**config.mk**
```make
export PLATFORM = sky130hd
export DESIGN_NAME = suv_cordic_stage
export DESIGN_NICKNAME = d
export VERILOG_FILES = /design/src/design/suv_pkg.sv /design/src/design/suv_cordic_stage.sv
export SDC_FILE = /design/constraint.sdc
export NUM_CORES = 1
export LEC_CHECK = 0
export ABC_AREA = 1
export BUFFER_PORTS_ARGS = -buffer_cell sky130_fd_sc_hd__buf_2
export CAP_MARGIN = 5
export CORE_MARGIN = 2
export CORE_UTILIZATION = 27
export DETAILED_ROUTE_END_ITERATION = 8
export GPL_ROUTABILITY_DRIVEN = 1
export PLACE_DENSITY = 0.45
export SYNTH_ARGS = -nofsm -noshare
export SYNTH_HDL_FRONTEND = slang
export SYNTH_SLANG_ARGS = --single-unit
```
**constraint.sdc**
```tcl
create_clock -name clk -period 1.7 [get_ports clk]
set_input_delay 0.34 -clock clk [delete_from_list [all_inputs] [get_ports clk]]
set_output_delay 0.34 -clock clk [all_outputs]
set_load 0.05 [all_outputs]
```
**src/design/suv_pkg.sv**
```systemverilog
// shared types, constants and the arctangent table for the spherical texel address unit
package suv_pkg;

  localparam int MAX_TEXTURES_DEF = 4;
  localparam int MAX_TEX_DIM_DEF  = 4096;
  localparam int ANGLE_STAGES_DEF = 16;

  localparam int CNT_W   = 3;
  localparam int DIM_W   = 13;
  localparam int PITCH_W = 15;
  localparam int CFG_W   = 15;
  localparam int IDX_W   = 2;

  localparam logic [IDX_W-1:0] REG_TEXTURE_COUNT = 2'd0;
  localparam logic [IDX_W-1:0] REG_TEX_WIDTH     = 2'd1;
  localparam logic [IDX_W-1:0] REG_TEX_HEIGHT    = 2'd2;
  localparam logic [IDX_W-1:0] REG_ROW_PITCH     = 2'd3;

  localparam int PRESCALE  = 8;
  localparam int CW        = 27;
  localparam int AW        = 35;
  localparam int SQ_STAGES = 4;
  localparam int SQ_STEPS  = 4;
  localparam int OFF_W     = 26;

  typedef struct packed {
    logic       use_tex;
    logic [1:0] sel;
    logic       uzero;
    logic [7:0] red;
    logic [7:0] green;
    logic [7:0] blue;
  } suv_side_t;

  typedef struct packed {
    logic signed [CW-1:0] ux;
    logic signed [CW-1:0] uy;
    logic signed [AW-1:0] ua;
    logic signed [CW-1:0] vx;
    logic signed [CW-1:0] vy;
    logic signed [AW-1:0] va;
  } suv_vec_t;

  function automatic logic signed [AW-1:0] atan_of(input int i);
    logic [31:0] v;
    case (i)
      0:  v = 32'h20000000;
      1:  v = 32'h12E4051E;
      2:  v = 32'h09FB385B;
      3:  v = 32'h051111D4;
      4:  v = 32'h028B0D43;
      5:  v = 32'h0145D7E1;
      6:  v = 32'h00A2F61E;
      7:  v = 32'h00517C55;
      8:  v = 32'h0028BE53;
      9:  v = 32'h00145F2F;
      10: v = 32'h000A2F98;
      11: v = 32'h000517CC;
      12: v = 32'h00028BE6;
      13: v = 32'h000145F3;
      14: v = 32'h0000A2F9;
      15: v = 32'h0000517C;
      16: v = 32'h000028BE;
      17: v = 32'h0000145F;
      18: v = 32'h00000A2F;
      19: v = 32'h00000517;
      20: v = 32'h0000028B;
      21: v = 32'h00000145;
      22: v = 32'h000000A2;
      23: v = 32'h00000051;
      default: v = 32'h0;
    endcase
    return AW'(signed'({1'b0, v}));
  endfunction

endpackage

```
**src/design/suv_cordic_stage.sv**
```systemverilog
// one registered vectoring cordic stage, u and v angles side by side
module suv_cordic_stage
  import suv_pkg::*;
#(
  parameter int STAGE = 0
) (
  input  logic      clk,
  input  logic      rst_n,
  input  logic      in_vld,
  input  suv_side_t in_side,
  input  suv_vec_t  in_vec,
  output logic      out_vld,
  output suv_side_t out_side,
  output suv_vec_t  out_vec
);

  logic      vld_r;
  suv_side_t side_r;
  suv_vec_t  vec_r;
  suv_vec_t  vec_nxt;

  always_comb begin
    vec_nxt = in_vec;
    if (in_vec.uy >= 0) begin
      vec_nxt.ux = in_vec.ux + (in_vec.uy >>> STAGE);
      vec_nxt.uy = in_vec.uy - (in_vec.ux >>> STAGE);
      vec_nxt.ua = in_vec.ua + atan_of(STAGE);
    end else begin
      vec_nxt.ux = in_vec.ux - (in_vec.uy >>> STAGE);
      vec_nxt.uy = in_vec.uy + (in_vec.ux >>> STAGE);
      vec_nxt.ua = in_vec.ua - atan_of(STAGE);
    end
    if (in_vec.vy >= 0) begin
      vec_nxt.vx = in_vec.vx + (in_vec.vy >>> STAGE);
      vec_nxt.vy = in_vec.vy - (in_vec.vx >>> STAGE);
      vec_nxt.va = in_vec.va + atan_of(STAGE);
    end else begin
      vec_nxt.vx = in_vec.vx - (in_vec.vy >>> STAGE);
      vec_nxt.vy = in_vec.vy + (in_vec.vx >>> STAGE);
      vec_nxt.va = in_vec.va - atan_of(STAGE);
    end
  end

  always_ff @(posedge clk) begin
    if (!rst_n) begin
      vld_r <= 1'b0;
    end else begin
      vld_r <= in_vld;
    end
    side_r <= in_side;
    vec_r  <= vec_nxt;
  end

  assign out_vld  = vld_r;
  assign out_side = side_r;
  assign out_vec  = vec_r;

endmodule

```
; ---- Word level (Yosys, flattened, before mapping)
; Cells that the tools add are included.
; Widths: inputs -> output; s select.
[classes]
n_addsub = 10
n_lt_le_gt_ge = 2
muxes = 2
[op_table]
columns = cell, count
row1 = $mux 89, 2
row2 = $sub 27x27->27, 4
row3 = $add 35x31->35 const B, 2
row4 = $sub 35x31->35 const B, 2
row5 = $add 27x27->27, 2
row6 = $ge 27x1->1 const B, 2
[totals]
register_bits = 207
inputBits = 209
out_inout_bits = 207
elab_cells = 27

; ---- Logic depth before layout (Yosys ltp)
; Gate-level depths: netlist of run 1.
[depth]
word_depth = 2
ltp_mapped = 16
ltp_nobuf = 15

; ---- Worst setup path before layout of run 1
; No wires, ideal clock.
[synth_path]
kind = input to register
from = in in_vec[35] in the netlist's numbering
to = reg vec_r, in the netlist out_vec[51]
setup_ns = 0.113
t_arrival_ns = 1.697
required_time_ns = 1.587
path_slack_ns = -0.110
cell_stages = 12
n_path_buf = 0
cell_sequence = ha_1 fa_1 nand2_1 nand2_1 and2_1 nand2_1 nand2_1 nand2_1 nand2_1 xor2_1 nand2_1 nand2_1
[synth_rtl]
columns = item, line
row1 = from (decl), suv_cordic_stage.sv:11  ; input suv_vec_t in_vec,
row2 = to (signal assigned), suv_cordic_stage.sv:51  ; vec_r <= vec_nxt;
row3 = to (decl), suv_cordic_stage.sv:19  ; suv_vec_t vec_r;

==> key figures, run 1 <==
Job
  – Max-cap violations: 0

Worst setup path
  – Worst EP arrival: 2.12 ns
  – Max FO, Critical Path: 6
  – Worst Path Buf+Inv: 3
  – Critical path class: in -> reg
  – CP max-delay cell: ha_1
  – Slowest stage delay, CP: about 0.39 ns
  – Setup crit start kind: input pin
  – CP endpoint kind: flip-flop
  – Crit path required time: approximately 2.2 ns
  – CP dominant cell by count: nand3_1
  – Cells along the critical path: buf_2, inv_1, ha_1, o21ai_0, a21oi_1, a21boi_0, buf_4, nand3_1, nand3_1, nand2_1
  – Top Family by Delay on Critical Path: compound AO/OA/AOI/OAI gates

Synthesis
  – EDFF count, synth: 0
  – Synth cell types: between 40 and 50
  – Synth Instances: between 2000 and 3000
  – Register area share after synthesis: 0.255
  – Synthesized area: about 16000 um2
  – Mapped Avg Cell Area: 6.33 um2
  – Warning count from the yosys run: 0
  – Ys flop type: dfxtp_1
  – Register bit count reported by yosys: just over 200
  – Syn_nets: 2929
  – Async SR Flop Fraction: 0

Timing
  – Slew HR: 0.715
  – Fin. max-slew vios: 0
  – Final Hold Fails: 0
  – Setup-failing EPs final: 0
  – Final worst-path setup slack: ~0.047 ns
  – Least-Margin Pin Slew: 0.428 ns
  – F_max: roughly 600 MHz
  – Tmin final: 1.65 ns
  – Crit share post-route: 0.973

Worst hold path
  – Worst Hold End: out_vec[62]
  – Hold path depth: 3
  – HP Class: in -> reg
  – Min-delay src: in_vec[62]

Global route
  – Largest net degree at the start of global routing: 55
  – GRT Total Usage: 0.220
  – Initial antenna violation count: 7
  – First-pass GRT wire length: 105000 um
  – GR Overflow Total: 0
  – Vias in the first global route: between 15000 and 20000

Place
  – Routability congestion estimate: between 0.9 and 1
  – I/O Buffers: approximately 420
  – Post-detail-place hpwl: 60700 um
  – Placed insts: between 4000 and 5000
  – Pre-CTS setup slack: -0.714 ns
  – DP Area: ~23000 um2

Route
  – Post-Route WL: approximately 70000 um
  – Drt pass-1 iters: 5
  – Routed vias/inst: ~4.6
  – Initial DRC Count: 975
  – Via count: 19514
  – Post-DRT Antenna Nets: 0
  – DR WL/cell: approximately 17 um
  – # DRC: 0

Layout
  – Final Util: 0.418
  – Nets: just under 4000
  – Post-route cell area: between 20000 and 25000 um2
  – Area delta synth->final: 52.9%
  – Fillers: about 6400
  – Share of layout cells above drive strength 1: 0.325
  – Final cell count without fillers: 4273

Floorplan
  – Chip width: approximately 250 um
  – Core ar.: between 50000 and 60000 um2
  – Boundary pin count: ~420
  – Initial Utilization: 0.273
  – Die Height: roughly 250 um
  – Die area: 61700 um2
  – Row Count: ~90

Power and ir drop
  – Switching part of the total: 0.420
  – Clk network pwr share: 0.285
  – Logic pwr share: 0.449
  – Seq pwr share: 0.266
  – Net Sw Power: approximately 9000 uW
  – Power Density: 858 nW/um2
  – Peak VDD IR: between 1 and 1.5 mV
  – Leakage power: 0.0135 uW
  – Internal: roughly 12000 uW
  – Total Power: 21200 uW

Clock network
  – Clk sinks: between 200 and 250
  – Clk pin slew, worst setup/hold paths: approximately 0.060 ns
  – Max Root-Sink Buffers: 3
  – Root buffer cell: clkbuf_16
  – H-tree Lvls: 1
  – Inserted Clock Buffers: 27
  – TritonCTS clock tree: built

Outcome
  – Status: complete, no violations
-- stage by stage --
step,setup TNS [ns],hold WS (ns)
finish,0,0.0471
global route,-0.0246,0.0434
CTS,0,0.0154
detailed placement,-47.79,0.444
global placement,-47.66,0.443
floorplan,-0.129,0.368
-- Yosys cell counts (all sizes together), types with 10 or more instances --
library cell  count  area share
ha              164        0.13
buf              61       0.026
xor2             39       0.021
nand3           243       0.076
nand4            57       0.022
o21ai           117       0.036
inv             414       0.096
o22ai            14      0.0054
dfxtp           205        0.25
nor2            186       0.047
a21oi           176       0.058
o21bai           28       0.013
nor3             14      0.0056
nand2           774        0.18
clkbuf           10      0.0023
-- how the worst max path moves through the flow --
stage / startpoint / endpoint / depth (start not counted)
finish: in_vec[142] / out_vec[170] / 10
floorplan: in_vec[133] / out_vec[142] / 12
global route: in_vec[41] / out_vec[78] / 13
detailed placement: in_vec[47] / out_vec[81] / 11
CTS: in_vec[43] / out_vec[53] / 13
global placement: in_vec[47] / out_vec[54] / 11
-- power by group through the flow --
stage          registers [uW]  clock network [uW]  logic [uW]
6_report                 5630                6030        9490
2_1_floorplan            7870                   0        3360
5_1_grt                  5680                6440       10200
3_5_place_dp             5740                   0        9160
3_3_place_gp             5730                   0        9130
4_1_cts                  5640                6290        9370
-- area by class of cell --
class / instances / area (um2) / area share
flip-flops and latches: 205 / 4100 / 0.166
clock inverters: 19 / 221 / 0.00898
inverters: 420 / 1580 / 0.0642
well taps: 773 / 967 / 0.0392
diodes: 1 / 2.50 / 0.000102
multi-input cells: 1852 / 10500 / 0.427
clock buffers: 31 / 721 / 0.0292
repair buffers: 972 / 6530 / 0.265
-- state kept, by name, summed over array words and instances, names as in the netlist --
| name | count |
|---|---|
| out_vec | 176 |
| out_side | 28 |
| out_vld | 1 |
-- routing by layer --
layer	global-route usage	wire (um)
met1	0.270	30100
met2	0.398	34900
met3	0.0264	3860
met4	0.0734	2520
met5	0	39
-- cell families (layout without fill, tap and decap cells) --
family	Yosys count	after routing	share of synthesized area
other	0	1	0
xor gates and xnor gates	44	44	0.0239
and+or+nand+nor	1287	1287	0.340
buffers and inverters	491	1442	0.126
DFF	205	205	0.255
adders and majority gates	172	172	0.137
AOI/OAI and AO/OA	349	349	0.119
-- cell usage in the layout, fill, tap and decap left out, drive strengths merged, types with 31 or more instances in the layout --
| master | instances |
|---|---|
| nand2 | 774 |
| clkbuf | 31 |
| buf | 882 |
| xor2 | 39 |
| inv | 420 |
| nor2 | 186 |
| dlygate4sd3 | 90 |
| o21ai | 117 |
| dfxtp | 205 |
| a21oi | 176 |
| ha | 164 |
| nand4 | 57 |
| nand3 | 243 |
-- tightest hold or removal path, stage by stage --
cell   delay [ns]
buf_2        0.10
ha_1         0.12
inv_1        0.03
-- repair_timing --
| action | in CTS | in global routing |
|---|---|---|
| hold buffers | 90 | 0 |
| pin swaps | 0 | 2 |
| gates resized for setup | 4 | 80 |
| hold endpoints to repair | 89 | 0 |
| gates cloned | 0 | 0 |
| setup endpoints to repair | 7 | 74 |
| setup buffers | 0 | 1 |
(Power assumes the default switching activity.)
==> run 2: changes to the inputs <==
--- a/config.mk
+++ b/config.mk
@@ -5,14 +5,13 @@
 export SDC_FILE = /design/constraint.sdc
 export NUM_CORES = 1
 export LEC_CHECK = 0
-export ABC_AREA = 1
 export BUFFER_PORTS_ARGS = -buffer_cell sky130_fd_sc_hd__buf_2
 export CAP_MARGIN = 5
 export CORE_MARGIN = 2
 export CORE_UTILIZATION = 27
 export DETAILED_ROUTE_END_ITERATION = 8
 export GPL_ROUTABILITY_DRIVEN = 1
-export PLACE_DENSITY = 0.45
+export PLACE_DENSITY = 0.46
 export SYNTH_ARGS = -nofsm -noshare
 export SYNTH_HDL_FRONTEND = slang
 export SYNTH_SLANG_ARGS = --single-unit
==> constraint.sdc (replaced) <==
create_clock -name clk -period 1.7 [get_ports clk]
set_input_delay 0.085 -clock clk [delete_from_list [all_inputs] [get_ports clk]]
set_output_delay 0.085 -clock clk [all_outputs]
set_load 0.05 [all_outputs]
==> key figures, run 2 <==
Synthesis
  – Mapped Avg Cell Area: ~8.3 um2
  – Synth top area cells: dfxtp_1, ha_1, xnor2_1
  – Synth cell count leaders: dfxtp_1, inv_1, ha_1
  – Syn_nets: 1998
  – Synth cell types: a little over 80
  – Ys flop type: dfxtp_1
  – Yosys top cell by area: dfxtp_1
  – Register area share after synthesis: 0.304
  – Synthesized area: 13500 um2
  – Top-count cell post-synth: dfxtp_1
  – Synth Instances: approximately 1600
  – Register bit count reported by yosys: slightly above 200
  – EDFF count, synth: 0
  – Warning count from the yosys run: 0
  – Share of the synthesized area in the top cell type: 0.304
  – Async SR Flop Fraction: 0

Power and ir drop
  – Power Density: 891 nW/um2
  – Peak VDD IR: roughly 0.6 mV
  – Leakage power: 0.0116 uW

Floorplan
  – Die area: 51800 um2
  – Chip width: between 200 and 250 um
  – Row Count: 81
  – Die Height: ~230 um
  – Initial Utilization: 0.275
  – Boundary pin count: between 400 and 500
  – Core ar.: ~49000 um2

Timing
  – Least-Margin Pin Slew: ~0.53 ns
  – Setup-failing EPs final: 48
  – Slew HR: 0.644
  – Final worst-path setup slack: -0.249 ns
  – WHS: between 0.04 and 0.05 ns
  – Fin. max-slew vios: 0
  – Crit share post-route: 1.15
  – Final Hold Fails: 0
  – F_max: 513 MHz
  – Post-route setup TNS: -5.04 ns
  – RSZ-0062 raised after global routing: true
  – Tmin final: between 1.5 and 2 ns

Clock network
  – Max Root-Sink Buffers: 3
  – TritonCTS clock tree: built
  – H-tree Lvls: 1
  – Clk pin slew, worst setup/hold paths: about 0.070 ns
  – Inserted Clock Buffers: 25
  – Clk sinks: between 200 and 250
  – Root buffer cell: clkbuf_16

Layout
  – Area delta synth->final: 79.8%
  – Fillers: ~4700
  – Max reg flops: 176
  – Final cell count without fillers: roughly 3300
  – Most frequent cells in the layout: buf_4, buf_2, dfxtp_1
  – Commonest non-fill, non-tap cell in the layout: buf_4
  – Share of layout cells above drive strength 1: 0.480
  – Nets: about 3000

Place
  – Post-detail-place hpwl: about 46000 um
  – I/O Buffers: 415
  – Routability congestion estimate: 0.939
  – Placed insts: 3104

Route
  – Initial DRC Count: about 630
  – Drt pass-1 iters: 5
  – Routed vias/inst: around 4.7
  – # DRC: 0
  – Via count: between 15000 and 20000
  – Post-DRT Antenna Nets: 0
  – Post-Route WL: around 57000 um
  – DR WL/cell: ~17 um

Global route
  – Largest net degree at the start of global routing: 57
  – Initial antenna violation count: 3
  – Vias in the first global route: between 15000 and 20000
  – First-pass GRT wire length: ~87000 um
  – GR Overflow Total: 0
  – GRT Total Usage: 0.213

Worst setup path
  – Setup crit start kind: input pin
  – Max FO, Critical Path: 3
  – Critical path class: in -> reg
  – Crit path required time: approximately 2.2 ns
  – Worst EP arrival: 2.43 ns
  – CP endpoint kind: flip-flop

Worst hold path
  – Hold path depth: 4
  – HP Class: in -> reg

Job
  – Max-cap violations: 0

Outcome
  – Failing checks: negative setup slack
  – Status: complete, but fails checks
[run 2: through the flow]
stage	worst slack, ns	power (uW)	cell area [um2]	utilization
global route	-0.341	22700	24300	0.494
floorplan	-0.442	11500	14200	-
global placement	-0.960	15000	20400	0.414
CTS	-0.282	21400	23500	0.478
finish	-0.249	21600	24300	0.494
detailed placement	-0.954	15000	20400	0.414
[run 2: timing repair]
action,4_1_cts,5_1_grt
pin swaps,100,92
gates cloned,0,0
gates resized for setup,207,140
hold buffers,108,0
buffers inserted,29,26
endpoints found under the hold margin,106,0
setup endpoints to repair,63,66
[run 2: final timing paths]
check | startpoint | to | slack (ns)
worst min-delay path | in_vec[87] | out_vec[87] | 0.04
worst max-delay path | in_vec[151] | out_vec[177] | -0.25
[run 2: cells by family after synthesis]
group                    synth area share
AO/OA/AOI/OAI                       0.241
AND/OR/NAND/NOR                     0.136
buffers and inverters              0.0709
flip-flops                          0.304
adder cells (fa/ha/maj)             0.164
XOR/XNOR                           0.0694
multiplexers                       0.0143
[run 2: power breakdown]
| group | leakage [uW] | internal [uW] | total (uW) | switching (uW) |
|---|---|---|---|---|
| combinational | 0.00948 | 3900 | 10300 | 6370 |
| sequential | 0.00173 | 5560 | 5790 | 226 |
| clock | 0.000411 | 3280 | 5570 | 2290 |
| total | 0.0116 | 12700 | 21600 | 8880 |
[run 2: cell type report]
class,count,area [um2],share of cell area
antenna,2,5.00,0.000206
clock inverter,16,189,0.00778
multi-input combinational,1169,10200,0.420
inverter,172,753,0.0310
tap,664,831,0.0342
clock buffer,30,664,0.0274
timing repair buffer,1055,7530,0.310
sequential,205,4100,0.169
[run 2: critical path, cell delays in order]
cell,delay [ns]
buf_8,0.09
inv_8,0.03
ha_4,0.15
fa_2,0.33
and2b_1,0.22
o211ai_1,0.15
a32oi_2,0.33
a31oi_4,0.15
o21a_1,0.24
o311a_1,0.31
a211oi_2,0.20
xor2_1,0.16
[run 2: metal layers]
metal,vias up,part of all wire,global-route usage
met5,-,0,0
met4,0,0.038,0.0803
met3,107,0.045,0.0299
met2,434,0.51,0.391
met1,7347,0.41,0.250
li1,7667,-,-
